<file path="src/rtl/isotp_pkg.sv">
// ----------------------------------------------------------------------------
// ISO-TP reassembler package
// Frame types, result kinds, error codes and field widths shared by the core.
// ----------------------------------------------------------------------------
package isotp_pkg;

  localparam int unsigned IdWidth   = 29;
  localparam int unsigned RemWidth  = 12;
  localparam int unsigned NumBytes  = 7;
  localparam int unsigned CntWidth  = 3;
  localparam int unsigned InWidth   = 104;
  localparam int unsigned OutWidth  = 16;

  localparam logic [3:0] FrameSingle      = 4'd0;
  localparam logic [3:0] FrameFirst       = 4'd1;
  localparam logic [3:0] FrameConsecutive = 4'd2;

  localparam logic [3:0] MaxFrameLength = 4'd8;
  localparam logic [RemWidth-1:0] FirstFrameBytes = 12'd6;

  typedef enum logic [1:0] {
    KindPayload     = 2'd0,
    KindFlowControl = 2'd1,
    KindError       = 2'd2
  } kind_e;

  typedef enum logic [1:0] {
    ErrEmpty    = 2'd0,
    ErrType     = 2'd1,
    ErrSequence = 2'd2,
    ErrLength   = 2'd3
  } err_e;

  typedef struct packed {
    logic [CntWidth-1:0] cnt;
    logic                fc_last;
    logic                err;
    err_e                code;
    logic                eom;
  } plan_t;

endpackage

</file>
<file path="src/rtl/isotp_frame_reassembler_core.sv">
// ----------------------------------------------------------------------------
// ISO-TP frame reassembler core
// Receives CAN frames, checks them against the ISO-TP receive protocol and
// emits payload bytes, flow-control requests and error reports.
// ----------------------------------------------------------------------------
// A frame's first result passes the result buffer, then the output register.
// Throughput: one result per cycle unless m_axis_tready stalls; up to seven
// results per frame; the next frame is taken once the buffer empties or its
// last result enters the output register, which the buffer feeds one per cycle.
// Reset returns the block to idle with the expected sequence number at one,
// empties the result buffer and sets accept_id to zero.
module isotp_frame_reassembler_core (
  input  logic                            clk_i,
  input  logic                            rst_ni,
  input  logic                            cfg_valid_i,
  output logic                            cfg_ready_o,
  input  logic [isotp_pkg::IdWidth-1:0]   cfg_data_i,     // accept_id
  input  logic                            s_axis_tvalid,
  output logic                            s_axis_tready,
  // frame_id[28:0], frame_length[32:29], data0..data7[96:33], zero fill
  input  logic [isotp_pkg::InWidth-1:0]   s_axis_tdata,
  output logic                            m_axis_tvalid,
  input  logic                            m_axis_tready,
  // payload_byte[7:0], end_of_message[8], error_code[10:9], zero fill
  output logic [isotp_pkg::OutWidth-1:0]  m_axis_tdata,
  output logic                            m_axis_tlast,
  output logic [1:0]                      m_axis_tuser    // kind[1:0]
);
  import isotp_pkg::*;

  logic [IdWidth-1:0]  accept_id_q;
  logic                receiving_q, receiving_d;
  logic [RemWidth-1:0] rem_q, rem_d;
  logic [3:0]          seq_q, seq_d;

  logic                plan_valid_q, plan_valid_d;
  plan_t               plan_q, plan_d;
  logic [7:0]          bytes_q [NumBytes];
  logic [7:0]          bytes_d [NumBytes];
  logic                plan_load;

  logic                out_valid_q;
  logic [7:0]          out_byte_q;
  logic                out_eom_q;
  err_e                out_code_q;
  logic                out_last_q;
  kind_e               out_kind_q;

  logic [IdWidth-1:0]  in_id;
  logic [3:0]          in_len;
  logic [7:0]          d [8];
  logic [3:0]          in_type;
  logic [3:0]          len_sat;
  logic [CntWidth-1:0] n_avail;
  logic [RemWidth-1:0] total;
  logic [CntWidth-1:0] n_cf;
  logic [RemWidth-1:0] rem_after;

  logic                in_fire;
  logic                out_load;
  logic                plan_last;
  logic                res_last;
  kind_e               res_kind;

  always_comb begin
    in_id  = s_axis_tdata[28:0];
    in_len = s_axis_tdata[32:29];
    for (int i = 0; i < 8; i++) begin
      d[i] = s_axis_tdata[33 + 8*i +: 8];
    end
    in_type = d[0][7:4];
    len_sat = (in_len > MaxFrameLength) ? MaxFrameLength : in_len;
    n_avail = CntWidth'(len_sat - 4'd1);
    total   = {d[0][3:0], d[1]};
    if ({{(RemWidth-CntWidth){1'b0}}, n_avail} > rem_q) begin
      n_cf = rem_q[CntWidth-1:0];
    end else begin
      n_cf = n_avail;
    end
    rem_after = rem_q - {{(RemWidth-CntWidth){1'b0}}, n_cf};
  end

  assign plan_last     = (plan_q.cnt == CntWidth'(1));
  assign out_load      = plan_valid_q && (!out_valid_q || m_axis_tready);
  assign s_axis_tready = !plan_valid_q || (out_load && plan_last);
  assign in_fire       = s_axis_tvalid && s_axis_tready;
  assign cfg_ready_o   = 1'b1;

  always_comb begin
    receiving_d = receiving_q;
    rem_d       = rem_q;
    seq_d       = seq_q;
    plan_load   = 1'b0;
    plan_d      = plan_q;
    for (int i = 0; i < NumBytes; i++) begin
      bytes_d[i] = d[i + 1];
    end
    plan_d.fc_last = 1'b0;
    plan_d.err     = 1'b0;
    plan_d.code    = ErrEmpty;
    plan_d.eom     = 1'b0;
    plan_d.cnt     = n_avail;

    if (in_fire && (in_id == accept_id_q)) begin
      if (in_len == 4'd0) begin
        plan_load   = 1'b1;
        plan_d.err  = 1'b1;
        plan_d.code = ErrEmpty;
      end else if (!receiving_q) begin
        if (in_type == FrameSingle) begin
          plan_load  = (n_avail != '0);
          plan_d.eom = 1'b1;
        end else if (in_type == FrameFirst) begin
          if (total <= FirstFrameBytes) begin
            plan_load   = 1'b1;
            plan_d.err  = 1'b1;
            plan_d.code = ErrLength;
          end else begin
            plan_load      = 1'b1;
            plan_d.cnt     = CntWidth'(NumBytes);
            plan_d.fc_last = 1'b1;
            for (int i = 0; i < NumBytes - 1; i++) begin
              bytes_d[i] = d[i + 2];
            end
            receiving_d = 1'b1;
            rem_d       = total - FirstFrameBytes;
            seq_d       = 4'd1;
          end
        end else begin
          plan_load   = 1'b1;
          plan_d.err  = 1'b1;
          plan_d.code = ErrType;
        end
      end else begin
        if (in_type != FrameConsecutive) begin
          plan_load   = 1'b1;
          plan_d.err  = 1'b1;
          plan_d.code = ErrType;
        end else if (d[0][3:0] != seq_q) begin
          plan_load   = 1'b1;
          plan_d.err  = 1'b1;
          plan_d.code = ErrSequence;
        end else begin
          seq_d      = seq_q + 4'd1;
          rem_d      = rem_after;
          plan_load  = (n_cf != '0);
          plan_d.cnt = n_cf;
          plan_d.eom = (rem_after == '0);
          if (rem_after == '0) begin
            receiving_d = 1'b0;
            seq_d       = 4'd1;
          end
        end
      end
      if (plan_d.err) begin
        plan_d.cnt  = CntWidth'(1);
        receiving_d = 1'b0;
        rem_d       = '0;
        seq_d       = 4'd1;
      end
    end

    if (!plan_load) begin
      plan_d = plan_q;
      for (int i = 0; i < NumBytes; i++) begin
        bytes_d[i] = bytes_q[i];
      end
      if (out_load) begin
        plan_d.cnt = plan_q.cnt - CntWidth'(1);
        for (int i = 0; i < NumBytes - 1; i++) begin
          bytes_d[i] = bytes_q[i + 1];
        end
      end
    end

    plan_valid_d = plan_valid_q;
    if (out_load && plan_last) begin
      plan_valid_d = 1'b0;
    end
    if (plan_load) begin
      plan_valid_d = 1'b1;
    end
  end

  always_comb begin
    res_last = plan_last;
    if (plan_q.err) begin
      res_kind = KindError;
    end else if (res_last && plan_q.fc_last) begin
      res_kind = KindFlowControl;
    end else begin
      res_kind = KindPayload;
    end
  end

  always_ff @(posedge clk_i or negedge rst_ni) begin
    if (!rst_ni) begin
      accept_id_q  <= '0;
      receiving_q  <= 1'b0;
      rem_q        <= '0;
      seq_q        <= 4'd1;
      plan_valid_q <= 1'b0;
      out_valid_q  <= 1'b0;
    end else begin
      if (cfg_valid_i) begin
        accept_id_q <= cfg_data_i;
      end
      receiving_q  <= receiving_d;
      rem_q        <= rem_d;
      seq_q        <= seq_d;
      plan_valid_q <= plan_valid_d;
      if (out_load) begin
        out_valid_q <= 1'b1;
      end else if (m_axis_tready) begin
        out_valid_q <= 1'b0;
      end
    end
  end

  always_ff @(posedge clk_i) begin
    plan_q <= plan_d;
    for (int i = 0; i < NumBytes; i++) begin
      bytes_q[i] <= bytes_d[i];
    end
    if (out_load) begin
      out_kind_q <= res_kind;
      out_byte_q <= (res_kind == KindPayload) ? bytes_q[0] : 8'd0;
      out_eom_q  <= (res_kind == KindPayload) && res_last && plan_q.eom;
      out_code_q <= plan_q.err ? plan_q.code : ErrEmpty;
      out_last_q <= res_last;
    end
  end

  assign m_axis_tvalid = out_valid_q;
  assign m_axis_tdata  = {5'd0, out_code_q, out_eom_q, out_byte_q};
  assign m_axis_tlast  = out_last_q;
  assign m_axis_tuser  = out_kind_q;

endmodule
</file>
<file path="config.mk">
export PLATFORM = sky130hd
export DESIGN_NAME = isotp_frame_reassembler_core
export DESIGN_NICKNAME = d
export VERILOG_FILES = /design/src/rtl/isotp_pkg.sv /design/src/rtl/isotp_frame_reassembler_core.sv
export SDC_FILE = /design/constraint.sdc
export NUM_CORES = 1
export LEC_CHECK = 0
export BUFFER_PORTS_ARGS = -buffer_cell sky130_fd_sc_hd__buf_2
export CAP_MARGIN = 20
export CORE_MARGIN = 3
export CORE_UTILIZATION = 55
export DETAILED_ROUTE_END_ITERATION = 10
export PLACE_DENSITY = 0.85
export SLEW_MARGIN = 20
export SYNTH_ARGS = -nofsm -noshare
export SYNTH_HDL_FRONTEND = slang
export SYNTH_SLANG_ARGS = --single-unit
</file>
<file path="constraint.sdc">
create_clock -name clk_i -period 11.4 [get_ports clk_i]
set_clock_uncertainty 0.05 [all_clocks]
set_input_delay 1.14 -clock clk_i [delete_from_list [all_inputs] [get_ports clk_i]]
set_output_delay 1.14 -clock clk_i [all_outputs]
set_load 0.1 [all_outputs]
</file>
Word level (Yosys, flattened, before mapping). Memory sizes are Yosys's and may differ from the RTL's. Cells that the tools add are included.

Add/sub/neg operators: 5. $mul: 0. Divide/modulo/power cells: 0. Order comparisons: 3. Equal/unequal tests: 10. Shift-type cells: 0. Mux-type cells: 71. Bitwise operators: 2. Reduce and logical (&&, ||, !) cells: 25.

Operators by type and width (count): $mux W48 (7); $mux W12 (8); $mux W56 (1); $mux W4 (13); $mux W3 (13); $eq A29 B29 Y1 (1); $mux W1 (25); $mux W8 (2); $gt A3 B12 Y1 (1); $le A12 B3 Y1 const B (1); $logic_not A12 Y1 (1); $ne A3 B2 Y1 const B (4); $sub A12 B3 Y12 (1); $sub A12 B3 Y12 const B (1); $reduce_bool A3 Y1 (3); $logic_not A4 Y1 (2); $logic_and A1 B1 Y1 (7); $mux W7 (1); $reduce_and A7 Y1 (1); $reduce_bool A2 Y1 (3); $sub A3 B1 Y3 const B (2); $reduce_or A5 Y1 (1); $add A4 B1 Y4 const B (1); $eq A4 B1 Y1 const B (1); 12 further kinds (15).

Flip-flop bits (word level): 70. Latch bits: 0. Bits in writable memories: 56. Memory bits (read-only): 0. Bits of input ports: 138. Output and inout bits: 22. Memories: 1.

Memories: bytes_q (words 7, bits a word 8, read ports 7, clocked after Yosys merged registers in 0, write ports 7, line isotp_frame_reassembler_core.sv:38) `logic [7:0] bytes_q [NumBytes];`.

Depth between registers and ports, before layout. Gate-level depths: netlist of the first run.

Word-level depth: 15. Depth in mapped cells: 19.

Worst setup path before layout of the first run. Ideal clock, no wire load.

Path type: input to register. From: input s_axis_tdata[32] (netlist bit). To: memory bytes_q[0][0] (enable). Arrival time: 4.764 ns. Required time: 10.741 ns. Slack: 5.977 ns. Cell stages on the path: 14. Path buffers: 2. Cells stage by stage: nand2b_1 > ha_1 > xnor2_1 > inv_1 > ha_1 > nand2_1 > o21ai_0 > and3_1 > buf_4 > mux2i_1 > nand2_1 > o311ai_4 > buf_6 > nand2b_1.

RTL lines: start, declared (line isotp_frame_reassembler_core.sv:21) `input logic [isotp_pkg::InWidth-1:0] s_axis_tdata,`; end, declared (line isotp_frame_reassembler_core.sv:38).

==> results of run 1 <==
-- kinds of logic (layout without fill, tap and decap cells) --
logic type               count (synthesis)  count (layout)
AND/OR/NAND/NOR                        204             204
XOR/XNOR                                43              43
multiplexers                            83              83
flip-flops                             126             126
buffers and inverters                   49             193
other                                    2               6
adder cells (fa/ha/maj)                 13              13
AO/OA/AOI/OAI                          121             121
-- final cells by class --
| type | instances | area, sq um |
|---|---|---|
| Fill cell | 908 | 3910 |
| Sequential cell | 126 | 3540 |
| Multi-Input combinational cell | 470 | 3290 |
| Timing Repair Buffer | 149 | 756 |
| Clock buffer | 23 | 458 |
| Tap cell | 168 | 210 |
| Clock inverter | 9 | 90.1 |
| Inverter | 12 | 45.0 |
-- flip-flops by register name, summed over array words and instances, names as in the netlist --
register,flops
rem_q,12
accept_id_q,29
plan_q,8
out_eom_q,1
out_byte_q,8
m_axis_tvalid,1
bytes_q,56
plan_valid_q,1
out_code_q,2
m_axis_tuser,2
receiving_q,1
seq_q,4
m_axis_tlast,1
-- power groups by stage --
stage | Clock (W) | Sequential [W] | Combinational [W]
finish | 0.000503 | 0.000500 | 0.000132
global route | 0.000529 | 0.000501 | 0.000144
CTS | 0.000509 | 0.000500 | 0.000131
detailed placement | 0 | 0.000509 | 0.000130
global placement | 0 | 0.000508 | 0.000125
floorplan | 0 | 0.000506 | 0.0000828
-- worst paths after layout --
check,end,start
max in group asynchronous,m_axis_tvalid$_DFFE_PN0P_,rst_ni
min in group asynchronous,accept_id_q[13]$_DFFE_PN0P_,rst_ni
worst max-delay path,bytes_q[4][7]$_DFFE_PP_,s_axis_tdata[32]
worst max register to register,bytes_q[4][7]$_DFFE_PP_,rem_q[2]$_DFFE_PN0P_
worst min-delay path,m_axis_tvalid$_DFFE_PN0P_,plan_valid_q$_DFFE_PN0P_
worst min register to register,m_axis_tvalid$_DFFE_PN0P_,plan_valid_q$_DFFE_PN0P_
-- per-layer routing --
layer / share of wire (%) / wire [um]
met5: 0 / 0
met1: 41 / 6790
met4: 2.3 / 380
met3: 7.8 / 1300
met2: 49 / 8100
-- cell usage after synthesis, types with 3 or more instances --
master,instances,share of area [%]
edfxtp_1,78,33
nand2_1,76,4.0
mux2i_1,54,7.6
dfrtp_1,47,17
o21ai_0,32,2.3
mux2_2,29,4.6
o21ai_1,29,2.0
a21oi_1,24,1.7
xnor2_1,23,2.8
nor2_1,20,1.1
xor2_1,20,2.5
nand2b_1,17,1.5
clkbuf_1,14,0.74
nand3_1,13,0.92
inv_1,12,0.64
and2_1,11,0.97
buf_4,11,1.2
ha_1,11,1.9
nand4_1,10,0.88
nor4_1,10,0.88
nor3_1,9,0.64
buf_6,7,1.1
a211oi_1,6,0.64
or3_1,6,0.53
a21o_1,4,0.42
and3_1,4,0.35
buf_2,4,0.28
nor4b_1,4,0.49
o22ai_1,4,0.35
a2111oi_0,3,0.37
and4_1,3,0.37
nor2b_1,3,0.27
nor3b_1,3,0.32
o211ai_1,3,0.32
or2_2,3,0.27
or4_1,3,0.32
-- per-stage QoR --
step	instances	hold WS, ns	instance area (sq um)
after global placement	925	0.403	7840
after global routing	957	0.470	8400
final	957	0.445	8400
after CTS	957	0.444	8390
after detailed placement	925	0.434	7840
after floorplan	645	0.392	7100
==> metrics.txt, run 1 <==
via count=5465; adder-cell area share of the yosys netlist=2.37%; register share of total power=44.1%; DRT Pass-1 Iters=6; Final HPWL DP=12000 um; critical-path cell list=buf_2 > nand2b_1 > ha_1 > xnor2_1 > buf_4 > inv_1 > ha_1 > nand2_1 > o21ai_0 > and3_1 > mux2i_1 > nand2_1 > o311ai_4 > buf_4 > nand2b_4; Reg clk slew, reported paths=0.05 ns; cell area after synthesis=7080 sq um; DR iter-0 viols=420; commonest non-fill, non-tap cell in the layout=buf_2; Die W=119 um; # rows=40; Critical-path top delay cell=buf_4; die area=14300 sq um; Via-to-Cell Ratio=5.71; worst slack, placed=5.44 ns; largest net degree at the start of global routing=104; H-Tree Depth=4; Setup CP Type=in2reg; Worst setup SP type=input port; number of buffers added on ports=146; setup_tns=0 ns; Final Power=0.00114 W; Final Max Slew Viols=0; CTS Hold Bufs=0; DRC viols=0; Fmax=179 MHz; setup bufs post-CTS=0; Crit path buffers/inverters=4; P_leak=3.43 nW; I/O pin count=160; worst ir drop on vdd=131 uV; Worst setup EP type=flop; CTS root buffer=clkbuf_16; post-synthesis mux area share=12.2%; total gr overflow=0; area grow syn2layout=18.6%; critical path depth in cells=15; met2 Use GR=38.6%; Min-Delay Path Depth=1; Largest delay share family, worst path=simple AND/OR/NAND/NOR gates; vias in the first global route=5382; Hold Vio Cnt, Final=0; Clk pwr share=44.3%; setup violators final=0; Initial Util=57.5%; Period Utilization, post-route=49.0%; Final Core Density=68.2%; most frequent cells in the layout=buf_2, edfxtp_1, nand2_1; Synth Area in Compound Gates=10.5%; Mapped Cells=641; WL/cell=17.3 um; layout cells sized above 1=27.9%; drt total wl=16600 um; Final ANT Viol Nets=0; NetSw=0.000280 W; syn_area_per_cell=11.0 sq um; unrepaired setup endpoints after global routing=false; cell internal pwr=0.000856 W; max_cap viols=0; flop-to-flop setup slack=6.76 ns; met1 Track Usage GR=29.1%; Sw Share=24.6%; simple logic cell fraction of the synthesized area=15.4%; nets=926; Clock Path Buffers=2; number of distinct library cells after synthesis=62; r2r worst-path depth=10; PostCTS Resize Cnt=0; gr busiest metal=met2; XOR/XNOR Fraction of Synth Area=5.32%; Seq cells post-synth=126; Setup WS post-layout=5.81 ns; CTS tree=built; GR Util All Layers=23.5%; Post-synth EDFFs=78; largest family of logic cells by synthesized area=simple AND/OR/NAND/NOR gates; Inserted Diodes=0; first-pass GRT wire length=26400 um; Comb pwr share=11.6%; GPL Wtd Cong=0.921; grt met3 use=7.31%; ys async rst share=38.1%; min Tclk post-route=5.59 ns; WP data required=11.35 ns; die height=119 um; CP max stage delay=0.73 ns; Crit Path Max Fanout=103; Hold Crit Class=reg2reg; CTS sink count=126; pwr dens=135 nW/um^2; core area=12300 sq um; outcome=complete, no violations; main flop type after synthesis=edfxtp_1; clock buffer count from CTS=17; initial antenna violation count=0; Worst Max-Slew Pin Slew=0.900 ns; Worst Path Arrival=5.53 ns; register area share after synthesis=50.1%; worst skew pair latency=0.42 ns; max_slew headroom=40.0%; YS warnings=0
No activity file was read; power rests on OpenSTA's default activity.
==> inputs of run 2 (changes only) <==
ABC_AREA = 1   (was default)
CORE_UTILIZATION = 50   (was 55)
PLACE_DENSITY = 0.81   (was 0.85)
clock period = 4.5 ns   (was 11.4 ns; I/O delays follow)
==> run 2 against run 1 <==
Compared with the run above: count of clock-buffer cells in the layout down 6; routed wire length up 13%; synthesized cell count up 51%; sequential cell count unchanged; synthesized area up 7.9%; combinational power rose to 2.5 times the previous value; cell area up 8.0%; worst setup slack worse by 5.3 ns; global-route usage down 1.0 points; largest power group unchanged; die area up 18%; sequential share of layout area down 3.1 points; via count up 24%.
==> metrics.txt, run 2 <==
number of distinct library cells after synthesis=54 (was 62); max layer used=met4 (unchanged); ys async rst share=38.1% (unchanged); first-pass GRT wire length=29800 um (was 26400 um); Final HPWL DP=13800 um (was 12000 um); placed cells=1273 (was 925); layout cells sized above 1=20.9% (was 27.9%); Clk pwr share=45.0% (was 44.3%); Worst setup EP type=flop (unchanged); WL/cell=14.3 um (was 17.3 um); cell internal pwr=0.00213 W (was 0.000856 W); vias in the first global route=6267 (was 5382); pwr dens=320 nW/um^2 (was 135 nW/um^2); main flop type after synthesis=edfxtp_1 (unchanged); # rows=44 (was 40); register share of total power=43.4% (was 44.1%); Setup CP Type=in2reg (unchanged); nets=1258 (was 926); I/O pin count=160 (unchanged); max_cap viols=0 (unchanged); unrepaired setup endpoints after global routing=false (unchanged); Hold Crit Class=in2async (was reg2reg); DRT Pass-1 Iters=5 (was 6); register area share after synthesis=46.4% (was 50.1%); die area=16800 sq um (was 14300 sq um); setup violators final=0 (unchanged); multi-input logic area=3310 sq um (was 3290 sq um); NetSw=0.000762 W (was 0.000280 W); Mapped Cells=965 (was 641); max_slew headroom=47.0% (was 40.0%); min Tclk post-route=4.02 ns; syn_area_per_cell=7.92 sq um (was 11.0 sq um); Setup WS post-layout=0.477 ns (was 5.81 ns); Largest delay share family, worst path=simple AND/OR/NAND/NOR gates (unchanged); top flop regs=bytes_q: 56 flops, accept_id_q: 29 flops, rem_q: 12 flops (unchanged); Fmax=249 MHz; Post-synth EDFFs=78 (unchanged); total gr overflow=0 (unchanged); area grow syn2layout=18.7% (was 18.6%); area leader, netlist=edfxtp_1 (unchanged); post-synth top area share=30.7% (was 33.1%); met2 wire len=8970 um (was 8100 um); Final ANT Viol Nets=0 (unchanged); # fillers=1297 (was 908); fin cells=1305 (was 957); Hold Vio Cnt, Final=0 (unchanged); DR iter-0 viols=694 (was 420); Area contributors post-synth=edfxtp_1, dfrtp_1, nand2_1 (was edfxtp_1, dfrtp_1, mux2i_1); via count=6750 (was 5465); most common cell in the netlist=nand2_1 (was edfxtp_1); GR Util All Layers=22.5% (was 23.5%); worst skew pair latency=0.42 ns (about the same); H-Tree Depth=4 (unchanged); Final Instance Area=9070 sq um (was 8400 sq um); core area=14800 sq um (was 12300 sq um); Worst Path Arrival=4.24 ns (was 5.53 ns); Crit path buffers/inverters=5 (was 4); Inserted Diodes=0 (unchanged); initial antenna violation count=0 (unchanged); wl on met1=7820 um (was 6790 um); Reg clk slew, reported paths=0.06 ns (was 0.05 ns); commonest cells in the netlist=nand2_1, inv_1, o21ai_0, edfxtp_1, nor2_1 (was edfxtp_1, nand2_1, mux2i_1, dfrtp_1, o21ai_0); worst slack, placed=0.198 ns (was 5.44 ns); P_leak=4.50 nW (was 3.43 nW); Via-to-Cell Ratio=5.17 (was 5.71); number of buffers added on ports=146 (unchanged); Die W=130 um (was 119 um); CTS root buffer=clkbuf_16 (unchanged); outcome=complete, no violations (unchanged); clock buffer count from CTS=17 (unchanged); Critical-path top delay cell=fa_1 (was buf_4); PostCTS Resize Cnt=0 (unchanged); Comb pwr share=11.6% (about the same); CTS Hold Bufs=0 (unchanged); most frequent cells in the layout=nand2_1, inv_1, buf_2 (was buf_2, edfxtp_1, nand2_1); DRC viols=0 (unchanged); setup_tns=0 ns (unchanged); CP max stage delay=0.40 ns (was 0.73 ns); Worst Max-Slew Pin Slew=0.795 ns (was 0.900 ns); CTS sink count=126 (unchanged); largest net degree at the start of global routing=52 (was 104); Final Core Density=61.4% (was 68.2%); GPL Wtd Cong=0.939 (was 0.921); Register Area=3540 sq um (unchanged); cell area after synthesis=7640 sq um (was 7080 sq um); Period Utilization, post-route=89.4%; Worst setup SP type=input port (unchanged); worst ir drop on vdd=265 uV (was 131 uV); placed cell areas=8510 sq um (was 7840 sq um); CTS tree=built (unchanged); met3 WL post-DR=1380 um (was 1300 um); WP data required=4.72 ns (was 11.35 ns); die height=130 um (was 119 um); Final Max Slew Viols=0 (unchanged); Seq cells post-synth=126 (unchanged); Clock Path Buffers=2 (unchanged); Crit Path Max Fanout=3 (was 103); drt total wl=18700 um (was 16600 um); setup bufs post-CTS=0 (unchanged); YS warnings=0 (unchanged); Largest register FFs=56 (unchanged); Initial Util=51.8% (was 57.5%); Sw Share=26.3% (was 24.6%); commonest non-fill, non-tap cell in the layout=nand2_1 (was buf_2); Top reg by flops=bytes_q (unchanged)
-- run 2: path summary, 6_finish.rpt --
path | from | cells past startpoint | endpoint | slack [ns]
max | s_axis_tdata[30] | 25 | plan_q[0]$_SDFFCE_PP0P_ | 0.48
max in group asynchronous | rst_ni | 2 | m_axis_tvalid$_DFFE_PN0P_ | 3.87
min in group clk_i | s_axis_tdata[96] | 1 | bytes_q[6][7]$_DFFE_PP_ | 0.17
min | rst_ni | 2 | accept_id_q[6]$_DFFE_PN0P_ | 0.08
min reg2reg | plan_q[2]$_SDFFCE_PN0P_ | 2 | out_code_q[1]$_SDFFCE_PN0P_ | 0.46
max reg2reg | rem_q[1]$_DFFE_PN0P_ | 21 | plan_q[0]$_SDFFCE_PP0P_ | 1.02
-- run 2: area by class of cell --
class | count | share of cell area (%)
clock buffer | 17 | 4.69
clock inverter | 15 | 1.48
inverter | 159 | 6.58
multi-input combinational | 647 | 36.5
sequential | 126 | 39.1
tap | 184 | 2.54
timing repair buffer | 157 | 9.11
-- run 2: power groups by stage --
stage	logic, W	registers (W)	clock network (W)
5_1_grt	0.000376	0.00126	0.00137
2_1_floorplan	0.000205	0.00128	0
3_5_place_dp	0.000330	0.00128	0
6_report	0.000336	0.00126	0.00130
3_3_place_gp	0.000326	0.00128	0
4_1_cts	0.000334	0.00126	0.00132
-- run 2: kinds of logic after synthesis --
kind of cell,share of synthesized area (%)
buf+inv,10.5
xor+xnor,2.28
mux,1.16
compound gates,12.7
fa+ha+maj,2.06
simple gates,24.8
flops,46.4
other cells,0.0983
-- run 2: through the flow --
stage               total power (W)  hold slack [ns]
finish                      0.00290           0.0846
global route                0.00301            0.126
CTS                         0.00291            0.112
detailed placement          0.00161            0.449
global placement            0.00160            0.439
floorplan                   0.00148            0.104
-- run 2: metal layers --
metal | track usage [%] | vias to the layer above
li1 | - | 3433
met1 | 29.0 | 3006
met2 | 36.7 | 277
met3 | 5.23 | 34
met4 | 9.11 | 0
met5 | 0 | -
==> inputs of run 3 (changes only) <==
ABC_AREA = default   (was 1)
PLACE_DENSITY = 0.82   (was 0.81)
==> run 3 against run 2 <==
Compared with the run above: register-to-register slack lost 0.35 ns; cell area decreased by 6.0%; sequential share of layout area up 2.5 points.
==> metrics.txt, run 3 (synthesis results as in run 1) <==
RR Startpoint=rem_q[7]$_DFFE_PN0P_ (was rem_q[1]$_DFFE_PN0P_); GR Util All Layers=20.1% (was 22.5%); number of buffers added on ports=146 (unchanged); CP most frequent cell=ha_1; commonest non-fill, non-tap cell in the layout=buf_2 (was nand2_1); Worst Max-Slew Pin Slew=0.902 ns (was 0.795 ns); Largest register FFs=56 (unchanged); pwr dens=337 nW/um^2 (was 320 nW/um^2); Crit Path Max Fanout=5 (was 3); register share of total power=44.1% (was 43.4%); Sw Share=24.7% (was 26.3%); P_leak=3.51 nW (was 4.50 nW); Worst setup SP type=input port (unchanged); most frequent cells in the layout=buf_2, edfxtp_1, nand2_1 (was nand2_1, inv_1, buf_2); WL/cell=16.3 um (was 14.3 um); RR Endpoint=seq_q[1]$_DFFE_PN0P_ (was plan_q[0]$_SDFFCE_PP0P_); Worst Path Arrival=4.21 ns (was 4.24 ns); PostCTS Resize Cnt=0 (unchanged); die height=125 um (was 130 um); Final HPWL DP=11600 um (was 13800 um); nets=939 (was 1258); DRT Pass-1 Iters=7 (was 5); Clock Path Buffers=2 (unchanged); Hold Crit Class=in2async (unchanged); Comb pwr share=11.9% (was 11.6%); Die W=125 um (was 130 um); critical-path cell list=buf_2 > nand2b_1 > ha_1 > xnor2_1 > inv_1 > ha_1 > nand2_1 > o21ai_0 > and3_1 > mux2i_1 > ha_1 > inv_1 > fa_1 > a211oi_1 > a221oi_2 > xnor2_1 > nor4_4 > buf_4 > nor3_1 > a21bo_1; clock buffer count from CTS=17 (unchanged); GPL Wtd Cong=0.887 (was 0.939); CTS root buffer=clkbuf_16 (unchanged); setup bufs post-CTS=0 (unchanged); min Tclk post-route=3.96 ns (was 4.02 ns); H-Tree Depth=4 (unchanged); max_cap viols=0 (unchanged); max_slew headroom=39.3% (was 47.0%); Worst setup EP type=flop (unchanged); Hold Vio Cnt, Final=0 (unchanged); CTS tree=built (unchanged); Register Area=3540 sq um (unchanged); setup_tns=0 ns (unchanged); Period Utilization, post-route=88.1% (was 89.4%); worst skew pair latency=0.42 ns (about the same); Top reg by flops=bytes_q (unchanged); Final Instance Area=8520 sq um (was 9070 sq um); CTS Hold Bufs=0 (unchanged); NetSw=0.000709 W (was 0.000762 W); via count=5420 (was 6750); first-pass GRT wire length=25300 um (was 29800 um); r2r worst-path depth=14 (was 21); I/O pin count=160 (unchanged); layout cells sized above 1=29.3% (was 20.9%); Inserted Diodes=0 (unchanged); unrepaired setup endpoints after global routing=false (unchanged); flop-to-flop setup slack=0.67 ns (was 1.02 ns); # rows=42 (was 44); Final ANT Viol Nets=0 (unchanged); Initial Util=52.2% (was 51.8%); multi-input logic area=3280 sq um (was 3310 sq um); Fmax=252 MHz (was 249 MHz); placed cell areas=7970 sq um (was 8510 sq um); outcome=complete, no violations (unchanged); Critical-path top delay cell=fa_1 (unchanged); # fillers=1078 (was 1297); CP Capture Point=seq_q[1]$_DFFE_PN0P_ (was plan_q[0]$_SDFFCE_PP0P_); total gr overflow=0 (unchanged); Setup CP Type=in2reg (unchanged); Reg clk slew, reported paths=0.05 ns (was 0.06 ns); CTS sink count=126 (unchanged); WP data required=4.75 ns (was 4.72 ns); Clk pwr share=44.0% (was 45.0%); largest net degree at the start of global routing=103 (was 52); setup violators final=0 (unchanged); cell internal pwr=0.00216 W (was 0.00213 W); Crit. Startpoint=s_axis_tdata[32] (was s_axis_tdata[30]); CP max stage delay=0.38 ns (was 0.40 ns); Final Max Slew Viols=0 (unchanged); worst ir drop on vdd=272 uV (was 265 uV); drt total wl=15900 um (was 18700 um); DRC viols=0 (unchanged); area grow syn2layout=20.3% (was 18.7%); top flop regs=bytes_q: 56 flops, accept_id_q: 29 flops, rem_q: 12 flops (unchanged); die area=15600 sq um (was 16800 sq um); DR iter-0 viols=399 (was 694); Via-to-Cell Ratio=5.54 (was 5.17); vias in the first global route=5161 (was 6267); initial antenna violation count=0 (unchanged); core area=13600 sq um (was 14800 sq um)
[run 3: power groups by stage]
stage                     logic, W  clock network (W)  registers (W)
after floorplan           0.000210                  0        0.00128
after global placement    0.000331                  0        0.00129
after detailed placement  0.000339                  0        0.00129
after CTS                 0.000342            0.00128        0.00126
after global routing      0.000378            0.00133        0.00127
final                     0.000342            0.00126        0.00126
[run 3: cell type report]
class	instances	area share, %
repair buffers	162	10.3
clock buffers	18	5.04
well taps	176	2.59
multi-input cells	470	38.5
inverters	12	0.529
flip-flops and latches	126	41.6
clock inverters	14	1.38
[run 3: through the flow]
stage	util [%]	instances	hold slack (ns)	total power (W)	worst slack [ns]
3_5_place_dp	58.8	946	0.413	0.00163	0.122
3_3_place_gp	58.8	946	0.398	0.00162	0.214
4_1_cts	62.8	978	0.154	0.00289	0.537
5_1_grt	62.8	978	0.0376	0.00298	0.148
6_report	62.8	978	0.00752	0.00287	0.537
2_1_floorplan	-	645	0.104	0.00149	0.0247
[run 3: worst min-delay path by stage]
stage | startpoint | endpoint | slack (ns) | cells past startpoint
global placement | plan_valid_q$_DFFE_PN0P_ | m_axis_tvalid$_DFFE_PN0P_ | 0.40 | 1
finish | rst_ni | accept_id_q[6]$_DFFE_PN0P_ | 0.008 | 1
CTS | s_axis_tdata[90] | bytes_q[6][1]$_DFFE_PP_ | 0.15 | 1
floorplan | rst_ni | accept_id_q[0]$_DFFE_PN0P_ | 0.10 | 0
global route | rst_ni | accept_id_q[6]$_DFFE_PN0P_ | 0.04 | 1
detailed placement | plan_valid_q$_DFFE_PN0P_ | m_axis_tvalid$_DFFE_PN0P_ | 0.41 | 1
[run 3: critical path: cells and delay by family]
family,cells,cell delay (ns)
muxes,1,0.26
and+or+nand+nor,5,0.80
xor gates and xnor gates,2,0.38
AOI/OAI and AO/OA,4,0.76
buffers and inverters,4,0.45
adders and majority gates,4,1.10
[run 3: layer usage]
metal | routed length (um) | vias up | global-route usage, % | share of wire, %
li1 | - | 2638 | - | -
met1 | 6890 | 2565 | 26.2 | 43
met2 | 7720 | 199 | 32.0 | 49
met3 | 1090 | 18 | 6.57 | 6.9
met4 | 214 | 0 | 6.63 | 1.3
met5 | 0 | - | 0 | 0
